$ cat src/rtl/iqtr_pkg.sv
// Shared types, codes and constants of the quarter-turn image rotator.
`timescale 1ns / 1ps

package iqtr_pkg;

  // Default frame store geometry.
  localparam int MAX_WIDTH_DEF  = 256;
  localparam int MAX_HEIGHT_DEF = 256;

  // Fixed field widths.
  localparam int PIX_W = 32;
  localparam int CFG_W = 9;

  // Alpha is the top byte; this mask keeps red, green and blue.
  localparam logic [PIX_W-1:0] RGB_MASK = 32'h00FF_FFFF;

  // Configuration register indexes.
  typedef enum logic [1:0] {
    REG_IMAGE_WIDTH   = 2'd0,
    REG_IMAGE_HEIGHT  = 2'd1,
    REG_ALPHA_PRESENT = 2'd2,
    REG_TURN_CODE     = 2'd3
  } cfg_reg_t;

  // Input item kinds.
  typedef enum logic {
    CMD_LOAD  = 1'b0,
    CMD_FETCH = 1'b1
  } cmd_t;

  // Turn selections (counter-clockwise angles).
  typedef enum logic [1:0] {
    TURN_0   = 2'd0,
    TURN_90  = 2'd1,
    TURN_180 = 2'd2,
    TURN_270 = 2'd3
  } turn_t;

  // Result status codes.
  typedef enum logic [1:0] {
    STAT_OK          = 2'd0,
    STAT_LOAD_FULL   = 2'd1,
    STAT_FETCH_EARLY = 2'd2
  } status_t;

endpackage

$ cat src/rtl/iqtr_addr_gen.sv
// Fetch walk: destination position, turn mapping and store address.
`timescale 1ns / 1ps

module iqtr_addr_gen import iqtr_pkg::*; #(
  parameter int MAX_WIDTH  = MAX_WIDTH_DEF,
  parameter int MAX_HEIGHT = MAX_HEIGHT_DEF
) (
  input  logic                                       clk,
  input  logic                                       rst,
  input  logic [$clog2(MAX_WIDTH+1)-1:0]             width,
  input  logic [$clog2(MAX_HEIGHT+1)-1:0]            height,
  input  turn_t                                      turn,
  input  logic                                       advance,
  output logic                                       last,
  output logic [$clog2(MAX_WIDTH*MAX_HEIGHT)-1:0]    addr
);

  localparam int WD_W    = $clog2(MAX_WIDTH + 1);
  localparam int MAX_DIM = (MAX_WIDTH > MAX_HEIGHT) ? MAX_WIDTH : MAX_HEIGHT;
  localparam int DIM_W   = $clog2(MAX_DIM + 1);
  localparam int POS_W   = $clog2(MAX_DIM);
  localparam int ADDR_W  = $clog2(MAX_WIDTH * MAX_HEIGHT);
  localparam int PROD_W  = POS_W + WD_W;

  logic [POS_W-1:0]  out_row;
  logic [POS_W-1:0]  out_col;
  logic [POS_W-1:0]  src_row;
  logic [POS_W-1:0]  src_col;
  logic [DIM_W-1:0]  w_ext;
  logic [DIM_W-1:0]  h_ext;
  logic [DIM_W-1:0]  dst_w;
  logic [DIM_W-1:0]  dst_h;
  logic [DIM_W-1:0]  r;
  logic [DIM_W-1:0]  c;
  logic [DIM_W-1:0]  sr;
  logic [DIM_W-1:0]  sc;
  logic              col_end;
  logic              row_end;
  logic [PROD_W-1:0] prod;
  logic [PROD_W-1:0] addr_sum;

  // Destination size: a quarter turn swaps width and height.
  assign w_ext = DIM_W'(width);
  assign h_ext = DIM_W'(height);
  assign dst_w = turn[0] ? h_ext : w_ext;
  assign dst_h = turn[0] ? w_ext : h_ext;

  // Position saturated to the current destination size.
  assign r = (DIM_W'(out_row) < dst_h) ? DIM_W'(out_row) : dst_h - DIM_W'(1);
  assign c = (DIM_W'(out_col) < dst_w) ? DIM_W'(out_col) : dst_w - DIM_W'(1);

  assign col_end = (c == dst_w - DIM_W'(1));
  assign row_end = (r == dst_h - DIM_W'(1));
  assign last    = col_end && row_end;

  // Map destination position to source row and column.
  always_comb begin
    unique case (turn)
      TURN_90: begin
        sr = c;
        sc = w_ext - DIM_W'(1) - r;
      end
      TURN_180: begin
        sr = h_ext - DIM_W'(1) - r;
        sc = w_ext - DIM_W'(1) - c;
      end
      TURN_270: begin
        sr = h_ext - DIM_W'(1) - c;
        sc = r;
      end
      default: begin
        sr = r;
        sc = c;
      end
    endcase
  end

  // Raster walk over the destination image.
  always_ff @(posedge clk) begin
    if (rst) begin
      out_row <= '0;
      out_col <= '0;
    end else if (advance) begin
      if (last) begin
        out_row <= '0;
        out_col <= '0;
      end else if (col_end) begin
        out_row <= POS_W'(r + DIM_W'(1));
        out_col <= '0;
      end else begin
        out_row <= POS_W'(r);
        out_col <= POS_W'(c + DIM_W'(1));
      end
    end
  end

  // Source position is captured when the walk advances.
  always_ff @(posedge clk) begin
    if (advance) begin
      src_row <= POS_W'(sr);
      src_col <= POS_W'(sc);
    end
  end

  // Row-major store address, registered for the memory read.
  assign prod     = PROD_W'(src_row) * PROD_W'(width);
  assign addr_sum = prod + PROD_W'(src_col);

  always_ff @(posedge clk) begin
    addr <= ADDR_W'(addr_sum);
  end

endmodule

$ cat config.mk
export PLATFORM = sky130hd
export DESIGN_NAME = iqtr_addr_gen
export DESIGN_NICKNAME = d
export VERILOG_FILES = /design/src/rtl/iqtr_pkg.sv /design/src/rtl/iqtr_addr_gen.sv
export SDC_FILE = /design/constraint.sdc
export NUM_CORES = 1
export LEC_CHECK = 0
export BUFFER_PORTS_ARGS = -buffer_cell sky130_fd_sc_hd__buf_4
export CAP_MARGIN = 20
export CORE_MARGIN = 2
export CORE_UTILIZATION = 50
export DETAILED_ROUTE_END_ITERATION = 8
export MAX_ROUTING_LAYER = met4
export PLACE_DENSITY = 0.65
export REMOVE_ABC_BUFFERS = 1
export SYNTH_ARGS = -nofsm -noshare
export SYNTH_HDL_FRONTEND = slang
export SYNTH_SLANG_ARGS = --single-unit
$ cat constraint.sdc
create_clock -name clk -period 10.8 [get_ports clk]
set_clock_uncertainty 0.1 [all_clocks]
set_input_delay 0.54 -clock clk [delete_from_list [all_inputs] [get_ports clk]]
set_output_delay 0.54 -clock clk [all_outputs]
set_load 0.02 [all_outputs]
Word level (Yosys, flattened, before mapping)
Index checks and enable logic that the tools add are counted.
- flip-flop bits (word level): 48
- input bits: 23
- $add $sub $neg: 11
- multiply operators: 1
- order comparisons: 2
- eq/ne operators: 5
- muxes and demuxes: 10
- reduce and logical (&&, ||, !) cells: 1
- operators by type and width (operator ; count):
    one-hot mux 8 bit (3 select lines) ; 2
    2-to-1 mux 9 bit ; 4
    2-to-1 mux 8 bit ; 4
    subtractor 8 bit ; 4
    == test 9 bit ; 2
    less-than comparator 8 x 9 -> 1 bit ; 2
    subtractor 9 x 1 -> 9 bit, second input constant ; 2
    adder 16 x 8 -> 16 bit ; 1
    adder 8 x 1 -> 8 bit, second input constant ; 2
    multiplier 8 x 9 -> 16 bit ; 1
    subtractor 8 x 1 -> 8 bit, second input constant ; 2
    == test 2 bit, second input constant ; 2
    == test 2 x 1 -> 1 bit, second input constant ; 1
    logical AND 1 bit ; 1

Depth between registers and ports, before layout
- word-level depth: 6
- depth in mapped cells: 23
- mapped depth without buffers: 20

Worst setup path before layout
No wires, ideal clock.
- path kind: input port to flip-flop
- from: input port width[4]
- to: register addr[15]
- arrival: 4.823 ns
- data required time: 10.579 ns
- slack: 5.756 ns
- cell stages on the path: 20
- buffers on the path: 2
- cells stage by stage: clkbuf_1 > clkbuf_1 > nand2_1 > fa_1 > inv_1 > fa_1 > ha_1 > inv_1 > fa_1 > inv_1 > ha_1 > nor2b_1 > o21ai_0 > a21boi_0 > o21ai_0 > nand2b_1 > a21o_1 > a41o_1 > o41a_1 > xnor2_1
- cells in the longest elaborated chain, start to end: 2
- RTL lines (element ; line ; text):
    from (decl) ; iqtr_addr_gen.sv:10 ; input logic [$clog2(MAX_WIDTH+1)-1:0] width,
    multiplier 8 x 9 -> 16 bit ; iqtr_addr_gen.sv:106 ; assign prod = PROD_W'(src_row) * PROD_W'(width);
    adder 16 x 8 -> 16 bit ; iqtr_addr_gen.sv:107 ; assign addr_sum = prod + PROD_W'(src_col);
    via addr_sum[15] ; iqtr_addr_gen.sv:40 ; logic [PROD_W-1:0] addr_sum;
    to (signal assigned) ; iqtr_addr_gen.sv:110 ; addr <= ADDR_W'(addr_sum);
    to (decl) ; iqtr_addr_gen.sv:15 ; output logic [$clog2(MAX_WIDTH*MAX_HEIGHT)-1:0] addr
The timed path passes the listed nets, and every way through them passes these cells.
A chain may end at the register's enable or synchronous reset.

Worst setup path in the final report
- from: input port turn[0]
- to: register src_row[7], data pin
- cells in the longest elaborated chain, start to end: 5
- RTL lines (element ; line ; text):
    from (decl) ; iqtr_addr_gen.sv:12 ; input turn_t turn,
    2-to-1 mux 9 bit, on equally long branches ; iqtr_addr_gen.sv:45, iqtr_addr_gen.sv:46 ;
    subtractor 9 x 1 -> 9 bit (tied with other cells) ; iqtr_addr_gen.sv:50 ; assign c = (DIM_W'(out_col) < dst_w) ? DIM_W'(out_col) : dst_w - DIM_W'(1);
    2-to-1 mux 9 bit, on equally long branches ; iqtr_addr_gen.sv:50, iqtr_addr_gen.sv:49 ;
    subtractor 8 bit, on equally long branches ; iqtr_addr_gen.sv:68, iqtr_addr_gen.sv:64 ;
    one-hot mux 8 bit (3 select lines) * ; iqtr_addr_gen.sv:58 ; unique case (turn)
    via sr[7] ; iqtr_addr_gen.sv:35 ; logic [DIM_W-1:0] sr;
    to (signal assigned) ; iqtr_addr_gen.sv:100 ; src_row <= POS_W'(sr);
    to (decl) ; iqtr_addr_gen.sv:27 ; logic [POS_W-1:0] src_row;
Mark *: on every way through the listed nets, which the timed path passes. The rest lies on a longest branch.

==> run_results.csv <==
group,metric,value,unit
outcome,status,"finished, final reports clean",
route,drtIter0Drc,253,
timing,finalSetupViolCount,0,
yosys,ys_warn_count,0,
floorplanning,top_level_ports,40,
cts,cts_tree,"done",
setup_path,rr_startpoint,"src_row[4]$_DFFE_PP_",
yosys,synth_top_area_share,14.7,%
route,drc,0,
floorplanning,dieArea,0.0149,mm²
global_routing,grt_pass1_vias,5556,
timing,maxSlewViolCount,0,
global_routing,grt_max_degree,35,
placement,hpwl,13700,µm
setup_path,r2r_cells,16,
cts,cts_buffers,5,
cts,post-cts-setup-buffers,0,
route,dr_total_vias,5432,
min_path,hold_path.startpoint,"src_col[0]$_DFFE_PP_",
cts,clkTransAtPathRegs,0.07,ns
floorplanning,die_w,122,µm
route,wl_per_cell,17.5,µm
layout,n_antenna_cell,0,
timing,final.setup.tns,0,ns
layout,final_util,54.4,%
yosys,syn_avg_cell_area,8.91,µm²
placement,dpl_cell_area,0.00730,mm²
layout,design_area,0.00746,mm²
power,ir_worst_vdd,0.0932,mV
timing,final.min_clock_period,5.50,ns
min_path,worstHoldEndpoint,"addr[0]$_DFF_P_",
cts,htree_levels,2,
power,p_per_area,164,mW/mm²
route,first_pass_iters,4,
setup_path,critical_path.startpoint,"turn[0]",
floorplanning,placementRows,43,
route,wl,17000,µm
global_routing,grt_pass1_wl,28000,µm
yosys,synth_area_leaders,"fa_1 (15%), ha_1 (14%), dfxtp_1 (9.2%), edfxtp_1 (6.9%), xnor2_1 (5.9%)",
layout,final_cell_mix,"inv_1 (102), ha_1 (76), nand2_1 (70), fa_1 (51)",
setup_path,cp_data_required_time,10.71,ns
global_routing,antenna_found_initial,0,
floorplanning,start_util,50.7,%
yosys,syn_area,0.00696,mm²
route,antenna_left,0,
timing,finalHoldViolCount,0,
timing,tightest_slew,0.960,ns
yosys,ys_seq_area_share,16.1,%
global_routing,grt_overflow_total,0,
layout,final_cell_count_no_fill,973,
setup_path,start_kind,"input pin",
setup_path,critPathCaptureType,"flip-flop",
yosys,ys_ff_latch,48,
setup_path,timing.rr.end,"addr[15]$_DFF_P_",
yosys,synth_top_cell_by_area,"fa_1",
layout,drive_above_1_share,11.6,%
cts,cts_num_sinks,48,
yosys,yosysUniqueCellTypes,80,
cts,clk_latency,0.30,ns
min_path,hold_path.class,"flip-flop to flip-flop",
yosys,synthFlopType,"dfxtp_1",
floorplanning,core,0.0137,mm²
cts,hold_buffers,0,
placement,gp_congestion,1.00,
setup_path,crit_type,"input pin to flip-flop",
placement,dp_cells,965,
yosys,async_flop_share,0,%
placement,port-buffer-count,39,
timing,finalWorstSetupSlack,5.30,ns
cts,cts_buffer_depth,2,
layout,layout.nets,942,
placement,dp_worst_setup_slack,5.01,ns
setup_path,r2r_setup_slack,5.80,ns
setup_path,cp_max_fo,34,
power,leakage,3.48,nW
timing,max_freq,182,MHz
global_routing,grt_usage,24.8,%
job,drv_cap,0,
route,vias_per_cell,5.58,
yosys,synth_edf_count,16,
setup_path,crit_arrival,5.41,ns
min_path,whs_path_depth,1,
layout,final_common_cell,"inv_1",
timing,slew-limit-headroom,35.8,%
floorplanning,die_height,122,µm
cts,cts-resized-gates,0,
timing,rsz0062_at_grt,"false",
cts,root_buffer,"clkbuf_16",
layout,area_growth,7.25,%
yosys,syn-instance-count,781,
timing,post-route-period-util,50.9,%
-- sequential cells by signal (all words and copies together) (netlist names) --
name,count
src_col,8
addr,16
out_col,8
out_row,8
src_row,8
-- cell usage after synthesis, drive strengths merged (2+ instances only) --
| library cell | number |
|---|---|
| inv | 103 |
| ha | 76 |
| nand2 | 70 |
| fa | 51 |
| and2 | 48 |
| xnor2 | 47 |
| nor2 | 46 |
| dfxtp | 32 |
| mux2i | 31 |
| o21ai | 31 |
| a21oi | 29 |
| xor2 | 27 |
| clkbuf | 25 |
| edfxtp | 16 |
| a221oi | 12 |
| nor3 | 12 |
| buf | 11 |
| nand3 | 11 |
| mux2 | 10 |
| a21o | 9 |
| nor2b | 7 |
| nor4 | 7 |
| a211oi | 5 |
| xnor3 | 5 |
| and3 | 4 |
| nand4 | 4 |
| nor4b | 4 |
| o21a | 4 |
| nor3b | 3 |
| o2111ai | 3 |
| o211ai | 3 |
| o32ai | 3 |
| o41ai | 3 |
| o41a | 2 |
| or2 | 2 |
| or4 | 2 |
-- worst max-delay path, cell delays in order --
cell and delay [ns]:
buf_4 0.41, mux2i_4 0.36, ha_1 0.29, a21o_1 0.19, a211oi_1 0.28, a21oi_2 0.10
o221ai_2 0.70, o21ai_1 0.30, mux2i_1 0.32, ha_1 0.28, nor2b_1 0.13, o21ai_0 0.20
a21oi_1 0.13, o41ai_1 0.32, xnor2_1 0.18, xnor2_1 0.15, a32o_1 0.26, a211oi_1 0.20
a21oi_1 0.06
-- report_power, final --
part / switching (W) / internal (W)
clock: 0.0000769 / 0.000109
combinational: 0.000431 / 0.000353
sequential: 0.0000178 / 0.000236
-- metal layers --
layer	track usage [%]	share of wire [%]	vias to the layer above
met2	43.5	51	102
met5	-	0	-
met4	7.47	2.0	0
li1	-	-	2636
met1	29.7	43	2674
met3	3.37	3.8	20
-- how the worst max path moves through the flow --
| stage | endpoint | cells after the start |
|---|---|---|
| 3_5_place_dp | src_row[7]$_DFFE_PP_ | 19 |
| 5_1_grt | src_row[7]$_DFFE_PP_ | 20 |
| 4_1_cts | src_row[7]$_DFFE_PP_ | 19 |
| 3_3_place_gp | src_row[7]$_DFFE_PP_ | 19 |
| 2_1_floorplan | src_row[7]$_DFFE_PP_ | 18 |
| 6_report | src_row[7]$_DFFE_PP_ | 19 |
-- kinds of logic after synthesis --
logic type	synth area share [%]
simple gates	16.8
mux	7.05
compound gates	12.5
fa+ha+maj	28.3
buf+inv	8.32
xor+xnor	10.9
flops	16.1
-- layout make-up --
cell class	count	area, µm²
multi-input combinational	593	5260
timing repair buffer	40	300
fill	1310	6260
clock inverter	3	42.5
inverter	104	390
sequential	48	1120
clock buffer	5	125
tap	180	225
-- stage by stage --
step                power (W)  hold WS [ns]
floorplan            0.000856         0.350
global placement      0.00102         0.374
detailed placement    0.00105         0.392
CTS                   0.00124         0.395
global route          0.00136         0.403
finish                0.00122         0.398
Note: power is estimated with default switching activity, not from simulation.
